===== src/hdl/kt_pkg.sv =====
// kt_pkg: shared types and codes for the key table block
// operation codes, status codes and the sequencer state type
// no dependencies
`default_nettype none
package kt_pkg;

  typedef enum logic [2:0] {
    FN_APPEND = 3'd0,
    FN_READ   = 3'd1,
    FN_SEARCH = 3'd2,
    FN_REMOVE = 3'd3,
    FN_INSERT = 3'd4,
    FN_SORT   = 3'd5
  } func_e;

  typedef enum logic [1:0] {
    ST_OK        = 2'd0,
    ST_NOT_FOUND = 2'd1,
    ST_FULL      = 2'd2,
    ST_RANGE     = 2'd3
  } status_e;

  typedef enum logic [3:0] {
    S_IDLE,
    S_RD_WAIT,
    S_FIND_RD,
    S_FIND_CMP,
    S_DN_RD,
    S_DN_WR,
    S_UP_RD,
    S_UP_WR,
    S_INS_WR,
    S_SORT_RD0,
    S_SORT_LD,
    S_SORT_RD,
    S_SORT_CMP,
    S_SORT_LAST,
    S_DONE
  } state_e;

  typedef struct packed {
    logic        found;
    logic [5:0]  position;
    logic [31:0] value;
    logic [5:0]  count;
    logic [1:0]  status;
  } result_t;

endpackage
`default_nettype wire


===== src/hdl/key_table_insert_remove_sort_top.sv =====
// key_table_insert_remove_sort_top: ordered table of signed 32-bit keys
// depends on kt_pkg and kt_ram
`default_nettype none
// usage:
// - one input transfer on the s_axis channel carries one operation, tuser
//   holds the operation code; one result transfer leaves on m_axis for each
// - keys live in a single ram with a registered read; a sequencer walks it
// - append writes the ram on acceptance; read waits for the registered read
// - search reads and compares one entry at a time; remove and insert then
//   move the later entries down or up; sort is a bubble sort: (count-1) passes
// - the ram port (one read, one write per cycle) paces all of these operations
// - the block takes a new operation whenever the sequencer is idle, even while
//   the previous result waits in the output register
// - a stalled receiver holds the result; a finished operation then waits
//   until the output register frees up
// - reset empties the table (count zero); ram contents are left as they are,
//   only entries below the count are ever read
module key_table_insert_remove_sort_top #(
  parameter int DEPTH = 32
) (
  input  wire logic        clk_i,
  input  wire logic        rst_ni,
  input  wire logic        s_axis_tvalid_i,
  output logic             s_axis_tready_o,
  // key[31:0], new_key[63:32], index[68:64], clear_first[69], zero fill
  input  wire logic [71:0] s_axis_tdata_i,
  // func[2:0]
  input  wire logic [2:0]  s_axis_tuser_i,
  output logic             m_axis_tvalid_o,
  input  wire logic        m_axis_tready_i,
  // found[0], position[6:1], value[38:7], count[44:39], status[46:45], zero fill
  output logic [47:0]      m_axis_tdata_o
);
  localparam int AW = (DEPTH > 1) ? $clog2(DEPTH) : 1;
  localparam int CW = $clog2(DEPTH + 1);
  localparam logic [CW-1:0] DepthC = CW'(DEPTH);

  kt_pkg::state_e state_q, state_d;
  logic [CW-1:0]  cnt_q, cnt_d;
  logic [CW-1:0]  j_q, j_d;
  logic [CW-1:0]  i_q, i_d;
  logic [CW-1:0]  pass_q, pass_d;
  logic [31:0]    cur_q, cur_d;
  logic [2:0]     func_q, func_d;
  logic [31:0]    key_q, key_d;
  logic [31:0]    nkey_q, nkey_d;
  kt_pkg::result_t res_q, res_d;
  kt_pkg::result_t out_q, out_d;
  logic           out_valid_q, out_valid_d;

  logic           we;
  logic [AW-1:0]  waddr, raddr;
  logic [31:0]    wdata, rdata;
  logic           accept;
  logic [CW-1:0]  base_cnt;

  kt_ram #(.Width(32), .Depth(DEPTH)) u_ram (
    .clk_i   (clk_i),
    .we_i    (we),
    .waddr_i (waddr),
    .wdata_i (wdata),
    .raddr_i (raddr),
    .rdata_o (rdata)
  );

  assign s_axis_tready_o = (state_q == kt_pkg::S_IDLE);
  assign accept          = s_axis_tvalid_i && s_axis_tready_o;
  assign m_axis_tvalid_o = out_valid_q;
  assign m_axis_tdata_o  = {1'b0, out_q.status, out_q.count, out_q.value,
                            out_q.position, out_q.found};
  assign base_cnt = s_axis_tdata_i[69] ? '0 : cnt_q;

  always_ff @(posedge clk_i or negedge rst_ni) begin
    if (!rst_ni) begin
      state_q     <= kt_pkg::S_IDLE;
      cnt_q       <= '0;
      out_valid_q <= 1'b0;
    end else begin
      state_q     <= state_d;
      cnt_q       <= cnt_d;
      out_valid_q <= out_valid_d;
    end
  end

  // operands and datapath registers
  always_ff @(posedge clk_i) begin
    j_q    <= j_d;
    i_q    <= i_d;
    pass_q <= pass_d;
    cur_q  <= cur_d;
    func_q <= func_d;
    key_q  <= key_d;
    nkey_q <= nkey_d;
    res_q  <= res_d;
    out_q  <= out_d;
  end

  always_comb begin
    state_d     = state_q;
    cnt_d       = cnt_q;
    j_d         = j_q;
    i_d         = i_q;
    pass_d      = pass_q;
    cur_d       = cur_q;
    func_d      = func_q;
    key_d       = key_q;
    nkey_d      = nkey_q;
    res_d       = res_q;
    out_d       = out_q;
    out_valid_d = out_valid_q;
    we          = 1'b0;
    waddr       = j_q[AW-1:0];
    wdata       = rdata;
    raddr       = j_q[AW-1:0];

    if (out_valid_q && m_axis_tready_i) begin
      out_valid_d = 1'b0;
    end

    unique case (state_q)
      kt_pkg::S_IDLE: begin
        raddr = AW'(s_axis_tdata_i[68:64]);
        if (accept) begin
          func_d = s_axis_tuser_i;
          key_d  = s_axis_tdata_i[31:0];
          nkey_d = s_axis_tdata_i[63:32];
          j_d    = '0;
          pass_d = '0;
          res_d  = '0;
          state_d = kt_pkg::S_DONE;
          unique case (s_axis_tuser_i)
            kt_pkg::FN_APPEND: begin
              cnt_d = base_cnt;
              res_d.position = 6'(base_cnt);
              if (base_cnt >= DepthC) begin
                res_d.status = kt_pkg::ST_FULL;
              end else begin
                we    = 1'b1;
                waddr = base_cnt[AW-1:0];
                wdata = s_axis_tdata_i[31:0];
                res_d.value = s_axis_tdata_i[31:0];
                cnt_d = base_cnt + 1'b1;
              end
            end
            kt_pkg::FN_READ: begin
              res_d.position = 6'(s_axis_tdata_i[68:64]);
              if (32'(s_axis_tdata_i[68:64]) < 32'(cnt_q)) begin
                state_d = kt_pkg::S_RD_WAIT;
              end else begin
                res_d.status = kt_pkg::ST_RANGE;
              end
            end
            kt_pkg::FN_SEARCH, kt_pkg::FN_REMOVE, kt_pkg::FN_INSERT: begin
              if (cnt_q == '0) begin
                res_d.status = kt_pkg::ST_NOT_FOUND;
              end else begin
                state_d = kt_pkg::S_FIND_RD;
              end
            end
            kt_pkg::FN_SORT: begin
              if (cnt_q > CW'(1)) begin
                state_d = kt_pkg::S_SORT_RD0;
              end
            end
            default: ;
          endcase
        end
      end
      kt_pkg::S_RD_WAIT: begin
        res_d.value = rdata;
        state_d = kt_pkg::S_DONE;
      end
      kt_pkg::S_FIND_RD: begin
        state_d = kt_pkg::S_FIND_CMP;
      end
      kt_pkg::S_FIND_CMP: begin
        if (rdata == key_q) begin
          res_d.found    = 1'b1;
          res_d.position = 6'(j_q);
          res_d.value    = key_q;
          i_d = j_q;
          state_d = kt_pkg::S_DONE;
          if (func_q == kt_pkg::FN_REMOVE) begin
            if (j_q + 1'b1 < cnt_q) begin
              state_d = kt_pkg::S_DN_RD;
            end else begin
              cnt_d = cnt_q - 1'b1;
            end
          end else if (func_q == kt_pkg::FN_INSERT) begin
            if (cnt_q >= DepthC) begin
              res_d.status = kt_pkg::ST_FULL;
            end else begin
              j_d = cnt_q;
              state_d = kt_pkg::S_UP_RD;
            end
          end
        end else if (j_q + 1'b1 < cnt_q) begin
          j_d = j_q + 1'b1;
          state_d = kt_pkg::S_FIND_RD;
        end else begin
          res_d.status = kt_pkg::ST_NOT_FOUND;
          state_d = kt_pkg::S_DONE;
        end
      end
      // remove: entry j takes entry j+1
      kt_pkg::S_DN_RD: begin
        raddr = AW'(j_q + 1'b1);
        state_d = kt_pkg::S_DN_WR;
      end
      kt_pkg::S_DN_WR: begin
        we = 1'b1;
        if (j_q + 2'd2 < {1'b0, cnt_q}) begin
          j_d = j_q + 1'b1;
          state_d = kt_pkg::S_DN_RD;
        end else begin
          cnt_d = cnt_q - 1'b1;
          state_d = kt_pkg::S_DONE;
        end
      end
      // insert: entry j takes entry j-1, down to the match
      kt_pkg::S_UP_RD: begin
        raddr = AW'(j_q - 1'b1);
        state_d = kt_pkg::S_UP_WR;
      end
      kt_pkg::S_UP_WR: begin
        we = 1'b1;
        j_d = j_q - 1'b1;
        state_d = (j_q - 1'b1 > i_q) ? kt_pkg::S_UP_RD : kt_pkg::S_INS_WR;
      end
      kt_pkg::S_INS_WR: begin
        we    = 1'b1;
        waddr = i_q[AW-1:0];
        wdata = nkey_q;
        cnt_d = cnt_q + 1'b1;
        state_d = kt_pkg::S_DONE;
      end
      // sort: bubble passes, cur carries the largest key seen in the pass
      kt_pkg::S_SORT_RD0: begin
        raddr = '0;
        state_d = kt_pkg::S_SORT_LD;
      end
      kt_pkg::S_SORT_LD: begin
        cur_d = rdata;
        j_d   = CW'(1);
        state_d = kt_pkg::S_SORT_RD;
      end
      kt_pkg::S_SORT_RD: begin
        state_d = kt_pkg::S_SORT_CMP;
      end
      kt_pkg::S_SORT_CMP: begin
        we    = 1'b1;
        waddr = AW'(j_q - 1'b1);
        if ($signed(cur_q) > $signed(rdata)) begin
          wdata = rdata;
        end else begin
          wdata = cur_q;
          cur_d = rdata;
        end
        if (j_q + 1'b1 < cnt_q) begin
          j_d = j_q + 1'b1;
          state_d = kt_pkg::S_SORT_RD;
        end else begin
          state_d = kt_pkg::S_SORT_LAST;
        end
      end
      kt_pkg::S_SORT_LAST: begin
        we    = 1'b1;
        waddr = AW'(cnt_q - 1'b1);
        wdata = cur_q;
        pass_d = pass_q + 1'b1;
        state_d = (pass_q + 1'b1 < cnt_q - 1'b1) ? kt_pkg::S_SORT_RD0 : kt_pkg::S_DONE;
      end
      kt_pkg::S_DONE: begin
        if (!out_valid_q || m_axis_tready_i) begin
          out_d       = res_q;
          out_d.count = 6'(cnt_q);
          out_valid_d = 1'b1;
          state_d     = kt_pkg::S_IDLE;
        end
      end
      default: state_d = kt_pkg::S_IDLE;
    endcase
  end

`ifndef SYNTH
  a_cnt_bound: assert property (@(posedge clk_i) disable iff (!rst_ni)
    cnt_q <= DepthC)
    else $error("entry count above depth");
  a_busy_after_accept: assert property (@(posedge clk_i) disable iff (!rst_ni)
    accept |=> state_q != kt_pkg::S_IDLE)
    else $error("sequencer idle right after a transfer");
  a_ins_room: assert property (@(posedge clk_i) disable iff (!rst_ni)
    state_q == kt_pkg::S_INS_WR |-> cnt_q < DepthC)
    else $error("insert into a full table");
  a_done_loads: assert property (@(posedge clk_i) disable iff (!rst_ni)
    (state_q == kt_pkg::S_DONE && !out_valid_q) |=> out_valid_q)
    else $error("finished result not presented");
`endif
endmodule
`default_nettype wire


===== src/hdl/kt_ram.sv =====
// kt_ram: generic simple dual-port ram, one write and one registered read port
// no dependencies
`default_nettype none
module kt_ram #(
  parameter int Width = 32,
  parameter int Depth = 32
) (
  input  wire logic                     clk_i,
  input  wire logic                     we_i,
  input  wire logic [$clog2(Depth)-1:0] waddr_i,
  input  wire logic [Width-1:0]         wdata_i,
  input  wire logic [$clog2(Depth)-1:0] raddr_i,
  output logic [Width-1:0]              rdata_o
);
  logic [Width-1:0] mem_q [Depth];

  always_ff @(posedge clk_i) begin
    if (we_i) begin
      mem_q[waddr_i] <= wdata_i;
    end
    rdata_o <= mem_q[raddr_i];
  end
endmodule
`default_nettype wire


===== config.mk =====
export PLATFORM = sky130hd
export DESIGN_NAME = key_table_insert_remove_sort_top
export DESIGN_NICKNAME = d
export VERILOG_FILES = /design/src/hdl/kt_pkg.sv /design/src/hdl/key_table_insert_remove_sort_top.sv /design/src/hdl/kt_ram.sv
export SDC_FILE = /design/constraint.sdc
export NUM_CORES = 2
export LEC_CHECK = 0
export BUFFER_PORTS_ARGS = -buffer_cell sky130_fd_sc_hd__buf_2
export CAP_MARGIN = 20
export CORE_ASPECT_RATIO = 1.2
export CORE_MARGIN = 2
export CORE_UTILIZATION = 50
export CTS_BUF_LIST = sky130_fd_sc_hd__clkbuf_2 sky130_fd_sc_hd__clkbuf_4 sky130_fd_sc_hd__clkbuf_8
export DETAILED_ROUTE_END_ITERATION = 8
export GPL_ROUTABILITY_DRIVEN = 0
export GPL_TIMING_DRIVEN = 0
export PLACE_DENSITY = 0.69
export SYNTH_ARGS = -nofsm -noshare
export SYNTH_HDL_FRONTEND = slang
export SYNTH_HIERARCHICAL = 1
export SYNTH_SLANG_ARGS = --single-unit

===== constraint.sdc =====
create_clock -name clk_i -period 4.8 [get_ports clk_i]
set_input_delay 0 -clock clk_i [delete_from_list [all_inputs] [get_ports clk_i]]
set_output_delay 0 -clock clk_i [all_outputs]
set_load 0.05 [all_outputs]

# [Word-level counts from Yosys, hierarchy flattened]
# Memory sizes are Yosys's and may differ from the RTL's. A register that Yosys moved wholly into a read port is not among the register bits.
# Cells that the tools add are included.
[op_classes] n_addsub=7 multipliers=0 div=0 order_cmp=9 n_eq_ne=36 n_shift=0 n_mux=73 bitwise_logic=0 n_reduce_logical=27
[op_table] op="32-bit 2-to-1 mux" count=7
[op_table] op="32-bit one-hot mux with 4 select lines" count=1
[op_table] op="32-bit one-hot mux with 3 select lines" count=1
[op_table] op="6-bit 2-to-1 mux" count=15
[op_table] op="32-bit one-hot mux with 2 select lines" count=1
[op_table] op="4-bit one-hot mux with 14 select lines" count=1
[op_table] op="4-bit 2-to-1 mux" count=12
[op_table] op="47-bit 2-to-1 mux" count=1
[op_table] op="5-bit one-hot mux with 4 select lines" count=2
[op_table] op="39-bit 2-to-1 mux" count=1
[op_table] op="6-bit one-hot mux with 6 select lines" count=1
[op_table] op="32-bit equality test" count=1
[op_table] op="32-bit > comparator" count=1
[op_table] op="4-bit equality test (second input constant)" count=7
[op_table] op="6-bit by 1-bit adder with 6-bit output (second input constant)" count=4
[op_table] op="6-bit one-hot mux with 2 select lines" count=2
[op_table] op="6-bit one-hot mux with 4 select lines" count=1
[op_table] op="4-bit by 3-bit equality test with 1-bit output (second input constant)" count=4
[op_table] op="5-bit 2-to-1 mux" count=3
[op_table] op="3-bit inequality test (second input constant)" count=5
[op_table] op="2-bit 2-to-1 mux" count=7
[op_table] op="2-bit inequality test (second input constant)" count=7
[op_table] op="7-bit one-hot mux with 2 select lines" count=1
[op_table] op="6-bit greater-or-equal comparator (second input constant)" count=2
[op_table] op="other kinds (36)" count=64
[totals] ff_bits=216 latch_bits=0 mem_bits_rw=1024 rom_bits=0 inputBits=79 memories=1
[mem_list] name="u_ram.mem_q" words=32 width=32 rd=1 rd_clocked_by_memory_dff=1 wr=1 line_no="kt_ram.sv:15" text="logic [Width-1:0] mem_q [Depth];"

# [Longest topological paths before layout]
[depth] depth_word=8 ltp_mapped=15

# [Modules after synthesis]
# Netlist, hierarchy kept.
[by_module_without_submodules] module="kt_ram" instances=1 cells_per_inst=2260 area_each_um2=40492.6 seq_area_each_um2=31390.1
[by_module_without_submodules] module="key_table_insert_remove_sort_top" instances=1 cells_per_inst=1220 area_each_um2=12898.6 seq_area_each_um2=6431.2

# [Least setup slack after synthesis]
# No wires, ideal clock.
[synth_timing] path_type="register to register" from="reg cur_q[29]" to="reg cur_q[0] (enable)" setup_time_ns=0.468 t_arrival_ns=4.669 t_required_ns=4.332 path_slack_ns=-0.337 stages_incl_launch_ff=10 synth_period_minus_slack_ns=5.137 path_cell_list="edfxtp_1 ha_1 a21o_1 a2111o_1 a211oi_2 a31oi_4 o21ai_2 buf_2 a21oi_1 nor3b_1"
[synth_between] elab_chain_len=3
[synth_lines] item="from (decl)" line_no="key_table_insert_remove_sort_top.sv:43" text="logic [31:0] cur_q, cur_d;"
[synth_lines] item="from (signal assigned)" line_no="key_table_insert_remove_sort_top.sv:90" text="cur_q <= cur_d;"
[synth_lines] item="32-bit > comparator" line_no="key_table_insert_remove_sort_top.sv:253" text="if ($signed(cur_q) > $signed(rdata)) begin"
[synth_lines] item="2-bit inequality test (no line)"
[synth_lines] item="2-bit AND reduction (no line)"
# No other way between the ends.
# A chain may end at the register's enable or synchronous reset.

# [Worst setup path in the final report]
[layout_timing] from="reg u_ram.rdata_o[23] (read register of u_ram.mem_q)" to="mem u_ram.mem_q[1][20] (data pin)"
[layout_between] elab_chain_len=3
[layout_lines] item="from (decl)" line_no="kt_ram.sv:13" text="output logic [Width-1:0] rdata_o"
[layout_lines] item="32-bit > comparator" line_no="key_table_insert_remove_sort_top.sv:253"
[layout_lines] item="32-bit 2-to-1 mux" line_no="key_table_insert_remove_sort_top.sv:253"
[layout_lines] item="32-bit one-hot mux with 4 select lines" line_no="key_table_insert_remove_sort_top.sv:120" text="unique case (state_q)"
[layout_lines] item="via wdata[20]" line_no="key_table_insert_remove_sort_top.sv:53" text="logic [31:0] wdata, rdata;"
[layout_lines] item="to (decl)" line_no="kt_ram.sv:15"
# The timed path passes the listed nets, and every way through them passes these cells.

==> impl_metrics.env <==
export IMPL_status="finished with violations"
export IMPL_violations="design-rule violations, max-capacitance violations, max-slew violations, negative setup slack"
export IMPL_synth_top_family_by_area="multiplexers"
export IMPL_ys_ff_latch=1272
export IMPL_portBuffers=124
export IMPL_synthAdderAreaFrac=0.01547
export IMPL_yosysSeqAreaShare=0.7084
export IMPL_dp_final_hpwl_um=99860
export IMPL_ys_warn_count=6
export IMPL_antenna_found_initial=5
export IMPL_core_area_um2=106000
export IMPL_clockBufferDepth=3
export IMPL_synth_edf_count=1229
export IMPL_max_stage_delay_ns=1.27
export IMPL_grt_ovfl_total=0
export IMPL_grt_start_max_net_pins=37
export IMPL_path_cells="inv_1 > ha_1 > nand4_1 > or4_1 > nor2_1 > a22oi_1 > clkbuf_1 > o21ai_2 > buf_2 > a311oi_1 > a21oi_4"
export IMPL_fmax_mhz=205.6
export IMPL_grt_use_total=0.2727
export IMPL_drt_first_pass_iters=9
export IMPL_worstPathRequired_ns=5.30
export IMPL_ios=129
export IMPL_finalSetupViolations=32
export IMPL_synth_xor_area_share=0.009514
export IMPL_routed_wl_um=152200
export IMPL_fin_ws_ns=-0.06370
export IMPL_insertion_delay_ns=0.92
export IMPL_cp_arrival_ns=5.36
export IMPL_netlist_instances=3480
export IMPL_drc_errors=2
export IMPL_avgRoutedWirePerCell_um=27.11
export IMPL_synth_mux_area_frac=0.09964
export IMPL_multi_input_area_um2=14750
export IMPL_synth_async_sr_flop_share=0.008648
export IMPL_hold_viol=0
export IMPL_via_per_inst=6.142
export IMPL_slowest_stage="a311oi_1"
export IMPL_finalSetupTns_ns=-1.128
export IMPL_ant_nets=0
export IMPL_ys_flop_type="edfxtp_1"
export IMPL_clock_sinks=1272
export IMPL_num_rows=131
export IMPL_report_final_slew_viol_count=3
export IMPL_cts_max_level=4
export IMPL_max_cap_violations=1
export IMPL_cp_start_kind="register"
export IMPL_ff_latch_area_um2=37820
export IMPL_hold_path_class="in2reg"
export IMPL_die_y_um=362.0
export IMPL_cts_made_buffers=188
export IMPL_vias=34490
export IMPL_slew_headroom=-0.01886
export IMPL_finalCritPeriodShare=1.013
export IMPL_drtIter0Drc=4217
export IMPL_synth_simple_area_share=0.04806
export IMPL_grt_pass1_vias=33740
export IMPL_cts_tree="built"
export IMPL_die_w_um=302.3
export IMPL_synth_compound_area_frac=0.09095
export IMPL_syn_num_nets=3625
export IMPL_path_clk_slew_ns=0.06
export IMPL_ctsRootBufferMaster="clkbuf_8"
export IMPL_synth_cell_types=78
export IMPL_grt_pass1_wl_um=217400
export IMPL_fillers=7738
export IMPL_syn2layout_area_growth_pct=19.02
export IMPL_crit_fanout=16
export IMPL_tightest_slew_ns=1.518
export IMPL_cp_top_family="compound AO/OA/AOI/OAI gates"
export IMPL_syn_cell_area_um2=53390
export IMPL_finalClockSkew_ns=0.07340
export IMPL_period_minus_slack_ns=4.864
export IMPL_dieArea_um2=109400
export IMPL_start_util=0.5035
export IMPL_nets=4205
export IMPL_cp_end_kind="register"
export IMPL_drive_gt1_frac=0.1813
export IMPL_avgSynthCellArea_um2=15.34
export IMPL_worst_path_buf_inv=3
export IMPL_critPathKind="reg2reg"
-- repair_timing --
action / in CTS / in global routing
pin swaps: 20 / 6
endpoints found under the hold margin: 453 / 0
gates cloned: 1 / 2
setup endpoints to repair: 853 / 850
gates resized for setup: 6 / 29
hold buffers: 145 / 0
buffers inserted: 41 / 13
-- state kept, by name (all words and copies together) (netlist names) --
signal,cells
m_axis_tvalid_o,1
u_ram/mem_q,1024
u_ram/rdata_o,32
m_axis_tdata_o,47
state_q,4
res_q,41
pass_q,6
func_q,3
cnt_q,6
i_q,6
nkey_q,32
key_q,32
j_q,6
cur_q,32
-- logic make-up after synthesis --
family / after synthesis
AOI/OAI and AO/OA: 697
adders and majority gates: 66
muxes: 529
xor gates and xnor gates: 58
buffers and inverters: 314
other: 1
and+or+nand+nor: 543
DFF: 1272
-- cell usage in the layout (no fill, tap or decap), types with 51 or more instances in the layout --
cell,synthesis,routed
nand2_1,193,193
dlygate4sd3_1,0,145
ha_1,66,66
a22o_1,66,66
xnor2_1,51,51
a21oi_1,198,179
buf_12,0,53
buf_4,36,72
clkbuf_1,109,101
inv_1,98,96
clkbuf_8,0,210
mux2i_1,518,518
edfxtp_1,1229,1229
nand3_1,127,125
clkbuf_4,2,61
a31oi_1,104,91
buf_2,39,162
a22oi_1,104,104
-- final timing paths --
check                                          startpoint                            to  slack [ns]  depth (start not counted)
worst min register to register        res_q[45]$_DFFE_PP_   m_axis_tdata_o[6]$_DFFE_PP_        0.42                          0
min in group asynchronous                          rst_ni        state_q[1]$_DFFE_PN0P_        0.21                          3
worst max register to register  u_ram/rdata_o[23]$_DFF_P_  u_ram/mem_q[1][20]$_DFFE_PP_       -0.06                         11
worst max-delay path            u_ram/rdata_o[23]$_DFF_P_  u_ram/mem_q[1][20]$_DFFE_PP_       -0.06                         11
worst min-delay path                   s_axis_tdata_i[66]           res_q[42]$_DFFE_PP_        0.09                          4
max in group asynchronous                          rst_ni          cnt_q[0]$_DFFE_PN0P_        4.19                          3
-- worst register-to-register path, stage by stage, from the launching register on --
cell and delay (ns):
dfxtp_1 0.63, inv_1 0.09, ha_1 0.33, nand4_1 0.16, or4_1 0.21, nor2_1 0.08, a22oi_1 0.21, clkbuf_1 0.51
o21ai_2 0.31, buf_2 0.30, a311oi_1 1.27, a21oi_4 0.34
-- synth_stat cells, types with 9 or more instances --
cell       count  share of area
nor2b_1        9         0.0011
a311oi_1      22         0.0036
mux2i_1      518          0.097
a22o_1        66          0.011
xnor2_1       51         0.0084
nor2_1        69         0.0049
nand2_1      193          0.014
a21oi_1      198          0.019
buf_6         16         0.0034
mux2_2        10         0.0021
inv_1         98         0.0069
a221o_1       17         0.0032
clkbuf_1     109         0.0077
edfxtp_1    1229           0.69
a222oi_1      33         0.0062
nor3_1        49         0.0046
dfrtp_1       11         0.0052
nand4_1       39         0.0046
buf_1         12        0.00084
o2111a_1      18         0.0038
a2bb2oi_1     13         0.0021
a31oi_1      104          0.012
buf_2         39         0.0037
buf_4         36         0.0051
a22oi_1      104          0.015
dfxtp_1       32          0.012
o22ai_1       14         0.0016
nand2b_1      11         0.0013
a21o_1        10         0.0014
nand3_1      127          0.012
ha_1          66          0.015
o21ai_0       47         0.0044
-- through the flow --
stage / worst slack [ns] / cells / hold WS [ns] / utilization / cell area [um2]
finish: -0.06370 / 5615 / 0.09095 / 0.5992 / 63550
global placement: -2.396 / 5000 / -0.09478 / 0.5259 / 55770
detailed placement: -0.4845 / 5063 / -0.1010 / 0.5421 / 57490
CTS: 0.0001270 / 5594 / 0.01307 / 0.5968 / 63290
global route: -0.01270 / 5614 / 0.08507 / 0.5992 / 63540
floorplan: 0.4908 / 3480 / -0.2956 / - / 53400
-- final cells by class --
| class | count | share of cell area |
|---|---|---|
| antenna | 4 | 0.0001575 |
| tap | 1396 | 0.02749 |
| buffer | 213 | 0.01778 |
| clock inverter | 78 | 0.006950 |
| timing repair buffer | 388 | 0.06224 |
| clock buffer | 267 | 0.05222 |
| inverter | 100 | 0.005907 |
| sequential | 1272 | 0.5952 |
| multi-input combinational | 1897 | 0.2321 |
-- layer usage --
metal | wire length (um) | up-vias | track usage
li1 | - | 14930 | -
met1 | 56060 | 17010 | 0.3308
met2 | 74670 | 2071 | 0.4622
met3 | 13360 | 477 | 0.05241
met4 | 8099 | 4 | 0.1411
met5 | 26 | - | 0
Power is left out: the tool's default activity adds up to more than one toggle a clock period on the data nets, which glitch-free logic cannot reach.
